[src/rtl/cfuv_pkg.sv]
// Package for the cube face / coordinate pipeline.
// Widths, pipeline payload types and the restoring divider step.
// No dependencies.
package cfuv_pkg;

  localparam int CompBits  = 16;
  localparam int FracBits  = 16;
  localparam int MagBits   = CompBits + 1;      // |component|, exact for the most negative
  localparam int CoordBits = FracBits + 1;      // 0 .. 1.0 inclusive
  localparam int DivBits   = MagBits;           // divisor 2m fits: m <= 2^(CompBits-1)
  localparam int RemBits   = DivBits - 1;       // remainder < divisor
  localparam int StepsPerStage = 4;
  localparam int DivStages = CompBits / StepsPerStage;
  localparam int InBytes   = (3 * CompBits + 7) / 8;
  localparam int OutBytes  = (3 + 2 * CoordBits + 7) / 8;

  typedef enum logic [2:0] {
    FACE_POS_X = 3'd0,
    FACE_NEG_X = 3'd1,
    FACE_POS_Y = 3'd2,
    FACE_NEG_Y = 3'd3,
    FACE_POS_Z = 3'd4,
    FACE_NEG_Z = 3'd5
  } face_t;

  // one quotient lane: running remainder and quotient bits so far
  typedef struct packed {
    logic [RemBits-1:0]   rem;
    logic [CoordBits-1:0] quo;
  } lane_t;

  // payload between divider stages
  typedef struct packed {
    face_t                face;
    logic                 zero;
    logic [DivBits-1:0]   dvs;      // 2m
    logic [CompBits-1:0]  mlo;      // low numerator bits (m), msb next
    lane_t                lu;
    lane_t                lv;
  } div_word_t;

  // one restoring step: shift in a numerator bit, subtract when it fits
  function automatic lane_t div_step(lane_t l, logic nb, logic [DivBits-1:0] d);
    logic [RemBits:0] sh;
    lane_t            o;
    sh = {l.rem, nb};
    o.quo = {l.quo[CoordBits-2:0], 1'b0};
    if (sh >= d) begin
      o.rem = RemBits'(sh - d);
      o.quo[0] = 1'b1;
    end else begin
      o.rem = sh[RemBits-1:0];
    end
    return o;
  endfunction

endpackage

[src/rtl/cfuv_select.sv]
// Front end: magnitudes, major axis, face, numerators, divider setup.
// Two register stages. Depends on cfuv_pkg.
module cfuv_select (
  input  logic                          clk,
  input  logic                          rst_n,
  input  logic                          en,
  input  logic                          in_valid,
  input  logic signed [cfuv_pkg::CompBits-1:0] dir_x,
  input  logic signed [cfuv_pkg::CompBits-1:0] dir_y,
  input  logic signed [cfuv_pkg::CompBits-1:0] dir_z,
  output logic                          out_valid,
  output cfuv_pkg::div_word_t           out_word
);
  import cfuv_pkg::*;

  typedef struct packed {
    face_t                     face;
    logic [MagBits-1:0]        mag;
    logic signed [MagBits-1:0] ns;
    logic signed [MagBits-1:0] nt;
  } sel_t;

  logic [MagBits-1:0] ax, ay, az;
  logic signed [MagBits-1:0] xe, ye, ze;
  sel_t sel_nxt, sel_r;
  logic v1_r, v2_r;
  div_word_t w_nxt, w_r;
  logic signed [MagBits:0] su, sv;
  logic [MagBits-1:0] au, av;

  assign xe = MagBits'(dir_x);
  assign ye = MagBits'(dir_y);
  assign ze = MagBits'(dir_z);
  assign ax = xe[MagBits-1] ? MagBits'(-xe) : xe;
  assign ay = ye[MagBits-1] ? MagBits'(-ye) : ye;
  assign az = ze[MagBits-1] ? MagBits'(-ze) : ze;

  // pick major axis, ties to X then Y
  always_comb begin
    if (ax >= ay && ax >= az) begin
      sel_nxt.mag = ax;
      sel_nxt.nt  = ze;
      if (!dir_x[CompBits-1]) begin
        sel_nxt.face = FACE_POS_X; sel_nxt.ns = ye;
      end else begin
        sel_nxt.face = FACE_NEG_X; sel_nxt.ns = -ye;
      end
    end else if (ay >= az) begin
      sel_nxt.mag = ay;
      sel_nxt.nt  = ze;
      if (!dir_y[CompBits-1]) begin
        sel_nxt.face = FACE_POS_Y; sel_nxt.ns = -xe;
      end else begin
        sel_nxt.face = FACE_NEG_Y; sel_nxt.ns = xe;
      end
    end else begin
      sel_nxt.mag = az;
      sel_nxt.ns  = ye;
      if (!dir_z[CompBits-1]) begin
        sel_nxt.face = FACE_POS_Z; sel_nxt.nt = -xe;
      end else begin
        sel_nxt.face = FACE_NEG_Z; sel_nxt.nt = xe;
      end
    end
  end

  // offset numerators by m and take the leading quotient bit (a == 2m)
  assign su = (MagBits+1)'(sel_r.ns) + (MagBits+1)'(signed'({1'b0, sel_r.mag}));
  assign sv = (MagBits+1)'(sel_r.nt) + (MagBits+1)'(signed'({1'b0, sel_r.mag}));
  assign au = su[MagBits-1:0];
  assign av = sv[MagBits-1:0];

  always_comb begin
    w_nxt.face = sel_r.face;
    w_nxt.zero = (sel_r.mag == '0);
    w_nxt.dvs  = DivBits'({sel_r.mag, 1'b0});
    w_nxt.mlo  = sel_r.mag[CompBits-1:0];
    w_nxt.lu.quo = '0;
    w_nxt.lv.quo = '0;
    if (au == w_nxt.dvs) begin
      w_nxt.lu.quo[0] = 1'b1; w_nxt.lu.rem = '0;
    end else begin
      w_nxt.lu.rem = au[RemBits-1:0];
    end
    if (av == w_nxt.dvs) begin
      w_nxt.lv.quo[0] = 1'b1; w_nxt.lv.rem = '0;
    end else begin
      w_nxt.lv.rem = av[RemBits-1:0];
    end
  end

  // hold control under stall
  always_ff @(posedge clk) begin
    if (!rst_n) begin
      v1_r <= 1'b0;
      v2_r <= 1'b0;
    end else if (en) begin
      v1_r <= in_valid;
      v2_r <= v1_r;
    end
  end

  // payload registers
  always_ff @(posedge clk) begin
    if (en) begin
      sel_r <= sel_nxt;
      w_r   <= w_nxt;
    end
  end

  assign out_valid = v2_r;
  assign out_word  = w_r;
endmodule

[src/rtl/cfuv_div_stage.sv]
// One divider stage: several restoring steps on both coordinate lanes.
// Depends on cfuv_pkg.
module cfuv_div_stage (
  input  logic                clk,
  input  logic                rst_n,
  input  logic                en,
  input  logic                in_valid,
  input  cfuv_pkg::div_word_t in_word,
  output logic                out_valid,
  output cfuv_pkg::div_word_t out_word
);
  import cfuv_pkg::*;

  div_word_t w_nxt, w_r;
  logic      v_r;

  // walk the numerator bits, msb first
  always_comb begin
    w_nxt = in_word;
    for (int i = 0; i < StepsPerStage; i++) begin
      w_nxt.lu  = div_step(w_nxt.lu, w_nxt.mlo[CompBits-1], w_nxt.dvs);
      w_nxt.lv  = div_step(w_nxt.lv, w_nxt.mlo[CompBits-1], w_nxt.dvs);
      w_nxt.mlo = {w_nxt.mlo[CompBits-2:0], 1'b0};
    end
  end

  always_ff @(posedge clk) begin
    if (!rst_n) begin
      v_r <= 1'b0;
    end else if (en) begin
      v_r <= in_valid;
    end
  end

  always_ff @(posedge clk) begin
    if (en) begin
      w_r <= w_nxt;
    end
  end

  assign out_valid = v_r;
  assign out_word  = w_r;
endmodule

[src/rtl/cube_face_uv_from_direction.sv]
// Top level of the cube face / coordinate pipeline.
// Depends on cfuv_pkg, cfuv_select and cfuv_div_stage.
//
// Usage:
//   Input stream in_*: one direction word per handshake, tdata holds
//   dir_x, dir_y, dir_z (16-bit two's complement each, x lowest).
//   Output stream out_*: one word per input word, in order; tdata holds
//   face, coord_u, coord_v, tuser holds zero_vector.
//   Between input handshake and out_tvalid lie two front-end
//   stages (axis select, divider setup) and four divider stages of four
//   restoring steps each, per coordinate lane.
//   Throughput is one word per cycle between stalls; the six stages move as one.
//   When the receiver stalls with a word waiting at the output, every stage
//   holds and in_tready drops, so nothing is lost or repeated; an output
//   register that is empty never blocks the input.
//   Reset (rst_n low, synchronous) clears all valid bits; payload is not
//   cleared. A zero direction returns face 0, u = v = one half, flag set.
module cube_face_uv_from_direction (
  input  logic        clk,
  input  logic        rst_n,
  input  logic        in_tvalid,
  output logic        in_tready,
  input  logic [47:0] in_tdata,   // [15:0] dir_x, [31:16] dir_y, [47:32] dir_z
  output logic        out_tvalid,
  input  logic        out_tready,
  output logic [39:0] out_tdata,  // [2:0] face, [19:3] coord_u, [36:20] coord_v, zero pad
  output logic        out_tuser   // [0] zero_vector
);
  import cfuv_pkg::*;

  logic                en;
  logic                v [DivStages+1];
  div_word_t           w [DivStages+1];
  div_word_t           fin;
  logic [CoordBits-1:0] cu, cv;

  // advance whenever the output slot is free or being taken
  assign en        = !out_tvalid || out_tready;
  assign in_tready = en;

  cfuv_select u_sel (
    .clk      (clk),
    .rst_n    (rst_n),
    .en       (en),
    .in_valid (in_tvalid),
    .dir_x    (in_tdata[CompBits-1:0]),
    .dir_y    (in_tdata[2*CompBits-1:CompBits]),
    .dir_z    (in_tdata[3*CompBits-1:2*CompBits]),
    .out_valid(v[0]),
    .out_word (w[0])
  );

  for (genvar g = 0; g < DivStages; g++) begin : g_div
    cfuv_div_stage u_div (
      .clk      (clk),
      .rst_n    (rst_n),
      .en       (en),
      .in_valid (v[g]),
      .in_word  (w[g]),
      .out_valid(v[g+1]),
      .out_word (w[g+1])
    );
  end

  // substitute one half for a zero direction
  assign fin = w[DivStages];
  assign cu  = fin.zero ? CoordBits'(1 << (FracBits-1)) : fin.lu.quo;
  assign cv  = fin.zero ? CoordBits'(1 << (FracBits-1)) : fin.lv.quo;

  assign out_tvalid = v[DivStages];
  assign out_tdata  = {(8*OutBytes - 3 - 2*CoordBits)'(0), cv, cu,
                       fin.zero ? FACE_POS_X : fin.face};
  assign out_tuser  = fin.zero;
endmodule

[config.mk]
export PLATFORM = sky130hd
export DESIGN_NAME = cube_face_uv_from_direction
export DESIGN_NICKNAME = d
export VERILOG_FILES = /design/src/rtl/cfuv_pkg.sv /design/src/rtl/cfuv_select.sv /design/src/rtl/cfuv_div_stage.sv /design/src/rtl/cube_face_uv_from_direction.sv
export SDC_FILE = /design/constraint.sdc
export NUM_CORES = 2
export LEC_CHECK = 0
export BUFFER_PORTS_ARGS = -buffer_cell sky130_fd_sc_hd__buf_2
export CAP_MARGIN = 20
export CORE_ASPECT_RATIO = 0.9
export CORE_MARGIN = 5
export CORE_UTILIZATION = 59
export DETAILED_ROUTE_END_ITERATION = 10
export PLACE_DENSITY = 0.79
export SLEW_MARGIN = 20
export SYNTH_ARGS = -nofsm -noshare
export SYNTH_HDL_FRONTEND = slang
export SYNTH_SLANG_ARGS = --single-unit
[constraint.sdc]
create_clock -name clk -period 16.5 [get_ports clk]
set_input_delay 3.3 -clock clk [delete_from_list [all_inputs] [get_ports clk]]
set_output_delay 3.3 -clock clk [all_outputs]
set_load 0.01 [all_outputs]
# ---- After elaboration in Yosys (flattened, before gate mapping)
# Index checks and enable logic that the tools add are counted.
dict set report op_classes {
  reduce_logical 4
  mux 78
  eq_ne 2
  add_sub_neg 35
  order_cmp 35
}
# op n
set ops {}
lappend ops {{$ge A17 B17 Y1} 35}
lappend ops {{$mux W16} 30}
lappend ops {{$sub A16 B16 Y16} 30}
lappend ops {{$mux W17} 8}
lappend ops {{$mux W54} 2}
lappend ops {{$neg A16 Y17} 3}
lappend ops {{$mux W1} 37}
lappend ops {{$add A17 B17 Y17} 2}
lappend ops {{$eq A17 B17 Y1} 2}
lappend ops {{$logic_not A17 Y1} 1}
lappend ops {{$mux W3} 1}
lappend ops {{$logic_and A1 B1 Y1} 1}
lappend ops {{$logic_not A1 Y1} 1}
lappend ops {{$logic_or A1 B1 Y1} 1}
dict set report totals {
  register_bits 386
  inputBits 52
}

# ---- Logic depth before layout (Yosys ltp)
dict set report depth {
  depth_word 8
  mapped_depth 44
  ltp_nobuf 41
}

# ---- Cells and area by module
# Synthesis repeated with hierarchy kept, for this count alone.
dict set report hier_totals {
  hier_cells 5952
  hier_area_um2 54393.4
}
# module area_each_um2 seq_area_each_um2 cells_per_inst instances
set by_module_without_submodules {}
lappend by_module_without_submodules {{cfuv_div_stage at g_div[0].u_div ...} 10964.3 2992.9 1210 3}
lappend by_module_without_submodules {{cfuv_div_stage at g_div[1].u_div} 10935.5 2992.9 1210 1}
lappend by_module_without_submodules {cfuv_select 10273.6 3283.1 1067 1}
lappend by_module_without_submodules {cube_face_uv_from_direction 291.5 0.0 45 1}

# ---- Worst setup path before layout
# Ideal clock, no wire load.
dict set report synth_timing {
  kind {in2out}
  from {input port out_tready}
  to {output port in_tready}
  required_ns 13.200
  setup_slack_ns 0.050
  path_stages 2
  path_buffers 1
  arrival_ns 13.150
  cell_sequence {nand2b_1 clkbuf_1}
}
dict set report synth_via {
  elab_chain_cells 1
}
# element line_no
set synth_lines {}
lappend synth_lines {{from (decl)} cube_face_uv_from_direction.sv:25} ;# input logic out_tready,
lappend synth_lines {{$logic_or A1 B1 Y1} cube_face_uv_from_direction.sv:38} ;# assign en = !out_tvalid || out_tready;
lappend synth_lines {{to (decl)} cube_face_uv_from_direction.sv:22} ;# output logic in_tready,
# No other way between the ends.

==> run metrics <==
Hold WS=0.404 ns; slowest cell delay on critical path=0.77 ns; Post-DRT Antenna Nets=0; CTS Hold Bufs=0; drt initial violations=3059; clk sinks=356; final worst path period share=0.716; Max Cap Viol=0; RSZ-0062 raised after global routing=false; maximum achievable frequency=0.0846 GHz; Final HPWL DP=90.3 mm; vias in the first global route=35400; FILL cells=6043; CP arrival=12.15 ns; crit-path max FO=19; Core Region=73000 sq um; global route total overflow=0; endpoints failing hold=0; # IOs=95; routed vias/inst=6.38; RR Endpoint=g_div[1].u_div.out_word[25]; Worst Tran Pin Value=1.09 ns; clock input transition at the sequential cells of the worst setup and hold paths=0.06 ns; DRT met1 WL=52.4 mm; critical path class=reg2reg; Async S/R FF share, synth=0; Clock Path Buffers=3; final WL=119 mm; Global Route Usage Sum=0.290; worst slew margin relative to its limit=0.275; largest net degree at the start of global routing=81; routability cong.=0.956; Synth top area share=0.242; first-pass GRT wire length=188 mm; CTS H-Tree Depth=2; nets=5595; flops & latches, synth=356; final setup fails=0; Synth warnings=0; clock latency on the worst-skew pair=0.59 ns; # Post-CTS Setup Buffers=0; Area contributors post-synth=edfxtp_1 24%, ha_1 17%, mux2_2 7.2%, xnor2_1 5.4%, a21oi_1 4.3%; synthesized cell area=43500 sq um; hold path endpoint=u_sel.out_word[102]; number of synthesized flops with an enable pin=350; setup TNS=0 ns; detailed-routed wire length on met2=54.5 mm; Root Buffer Master=clkbuf_16; cell taking the most area after synthesis=edfxtp_1; r2r startpoint=g_div[0].u_div.out_word[71]; Row Count=94; min-delay src=u_sel.sel_r[53]; Vias=37700; Initial Util=0.595; CTS tree=done; initial antenna violation count=2; max layer used=met5; Critical-path top delay cell=edfxtp_1; Worst Reg-to-Reg Cells=35; die width=296 um; Die Area=79200 sq um; Synth cell types=98; P&R area growth vs syn=6.36%; IO Port Bufs=91; syn avg cell area=8.91 sq um; CP endpoint kind=flop; wire length per cell=20.2 um; worst min path class=reg2reg; Worst Setup Start Kind=flop; fin util=0.633; FF-to-FF setup slack=4.68 ns; met3 routed WL=8.00 mm; skew final=0.0239 ns; layout cell share with drive strength beyond 1=0.108; worst endpoint required time=16.83 ns; sequential-to-total area share from yosys stat=0.244; ys flop type=edfxtp_1; post_cts resized=0; Chip Height=268 um; worst hold path depth=0; CTS buffer count=43; Mapped Cells=4883; status=finished, final reports clean; final worst slack=4.68 ns; pre-CTS setup slack=4.95 ns; DRT Pass-1 Iters=6; minimum clock period=11.82 ns; Slew Viols, Final=0; DRC=0
==> worst max-delay path: cells and delay by family (launching register included) <==
kind,cells,cell delay (ns)
AOI/OAI and AO/OA,21,6.32
adders and majority gates,4,1.70
muxes,3,1.21
buffers and inverters,3,1.00
DFF,1,0.77
and+or+nand+nor,4,0.54
==> cell usage in the layout (no fill, tap or decap), types with 25 or more instances in the layout <==
cell | Yosys | routed
ha_1 | 591 | 591
nor2_1 | 407 | 407
a21oi_1 | 375 | 371
edfxtp_1 | 350 | 350
nand2_1 | 322 | 322
o21ai_0 | 307 | 304
mux2_2 | 279 | 279
xnor2_1 | 267 | 267
inv_1 | 231 | 231
xor2_1 | 168 | 168
a21o_1 | 154 | 154
nor2b_1 | 123 | 123
o21a_1 | 113 | 113
nor3_1 | 95 | 95
buf_2 | 17 | 91
nand3_1 | 76 | 76
nand4_1 | 73 | 73
nand2b_1 | 70 | 69
mux2i_1 | 59 | 59
a211oi_1 | 49 | 49
or3_1 | 45 | 45
a31oi_1 | 44 | 44
clkbuf_16 | 0 | 44
o31ai_1 | 38 | 38
nor4_1 | 34 | 34
o21bai_1 | 32 | 32
fa_1 | 32 | 32
or2_2 | 30 | 30
o31a_1 | 28 | 28
and3_1 | 25 | 25
==> layer usage <==
layer	vias to the layer above	track usage
met5	-	0
li1	18400	-
met3	288	0.0368
met2	1291	0.477
met1	17800	0.398
met4	2	0.0975
==> cell usage after synthesis, types with 30 or more instances <==
library cell,n
or3_1,45
a211oi_1,49
o21a_1,113
edfxtp_1,350
ha_1,591
a21oi_1,375
o21bai_1,32
nor2_1,407
xor2_1,168
nand2_1,322
mux2i_1,59
nor2b_1,123
nand4_1,73
nand2b_1,70
fa_1,32
clkbuf_1,92
mux2_2,279
nor4_1,34
o31ai_1,38
o21ai_0,307
nand3_1,76
xnor2_1,267
or2_2,30
nor3_1,95
a21o_1,154
inv_1,231
a31oi_1,44
==> flip-flops by register name, summed over array words and instances (netlist names) <==
| name | count |
|---|---|
| g_div.u_div.out_valid | 4 |
| u_sel.sel_r | 54 |
| g_div.u_div.out_word | 242 |
| u_sel.out_word | 54 |
| u_sel.v1_r | 1 |
| u_sel.out_valid | 1 |
==> kinds of logic after synthesis <==
group	share of synthesized area
simple gates	0.157
compound gates	0.205
fa+ha+maj	0.185
xor+xnor	0.0892
buf+inv	0.0323
flops	0.244
mux	0.0872
other cells	0.000173
==> metrics by stage <==
stage / instance area [sq um] / instances
after floorplan: 43500 / 4886
after global placement: 44800 / 5834
after detailed placement: 44800 / 5834
after CTS: 46200 / 5913
after global routing: 46200 / 5914
final: 46300 / 5915
==> layout make-up <==
cell class	count	area (sq um)	share of cell area
Clock buffer	50	1120	0.0243
Timing Repair Buffer	113	624	0.0135
Multi-Input combinational cell	4169	31500	0.681
Antenna cell	1	2.50	0.0000541
Sequential cell	356	10600	0.230
Tap cell	960	1200	0.0260
Inverter	237	892	0.0193
Clock inverter	29	260	0.00563
==> worst max path at each step <==
stage	start	end	slack (ns)	cells after the start
after floorplan	out_tready	in_tready	0.05	2
after global placement	g_div[0].u_div.out_word[71]	g_div[1].u_div.out_word[22]	5.23	35
after detailed placement	g_div[0].u_div.out_word[71]	g_div[1].u_div.out_word[30]	4.95	35
after CTS	g_div[0].u_div.out_word[71]	g_div[1].u_div.out_word[25]	4.85	35
after global routing	g_div[0].u_div.out_word[71]	g_div[1].u_div.out_word[22]	3.99	35
final	g_div[0].u_div.out_word[71]	g_div[1].u_div.out_word[25]	4.68	35
Power is left out: the tool's default activity adds up to more than one toggle a clock period on the data nets, which glitch-free logic cannot reach.
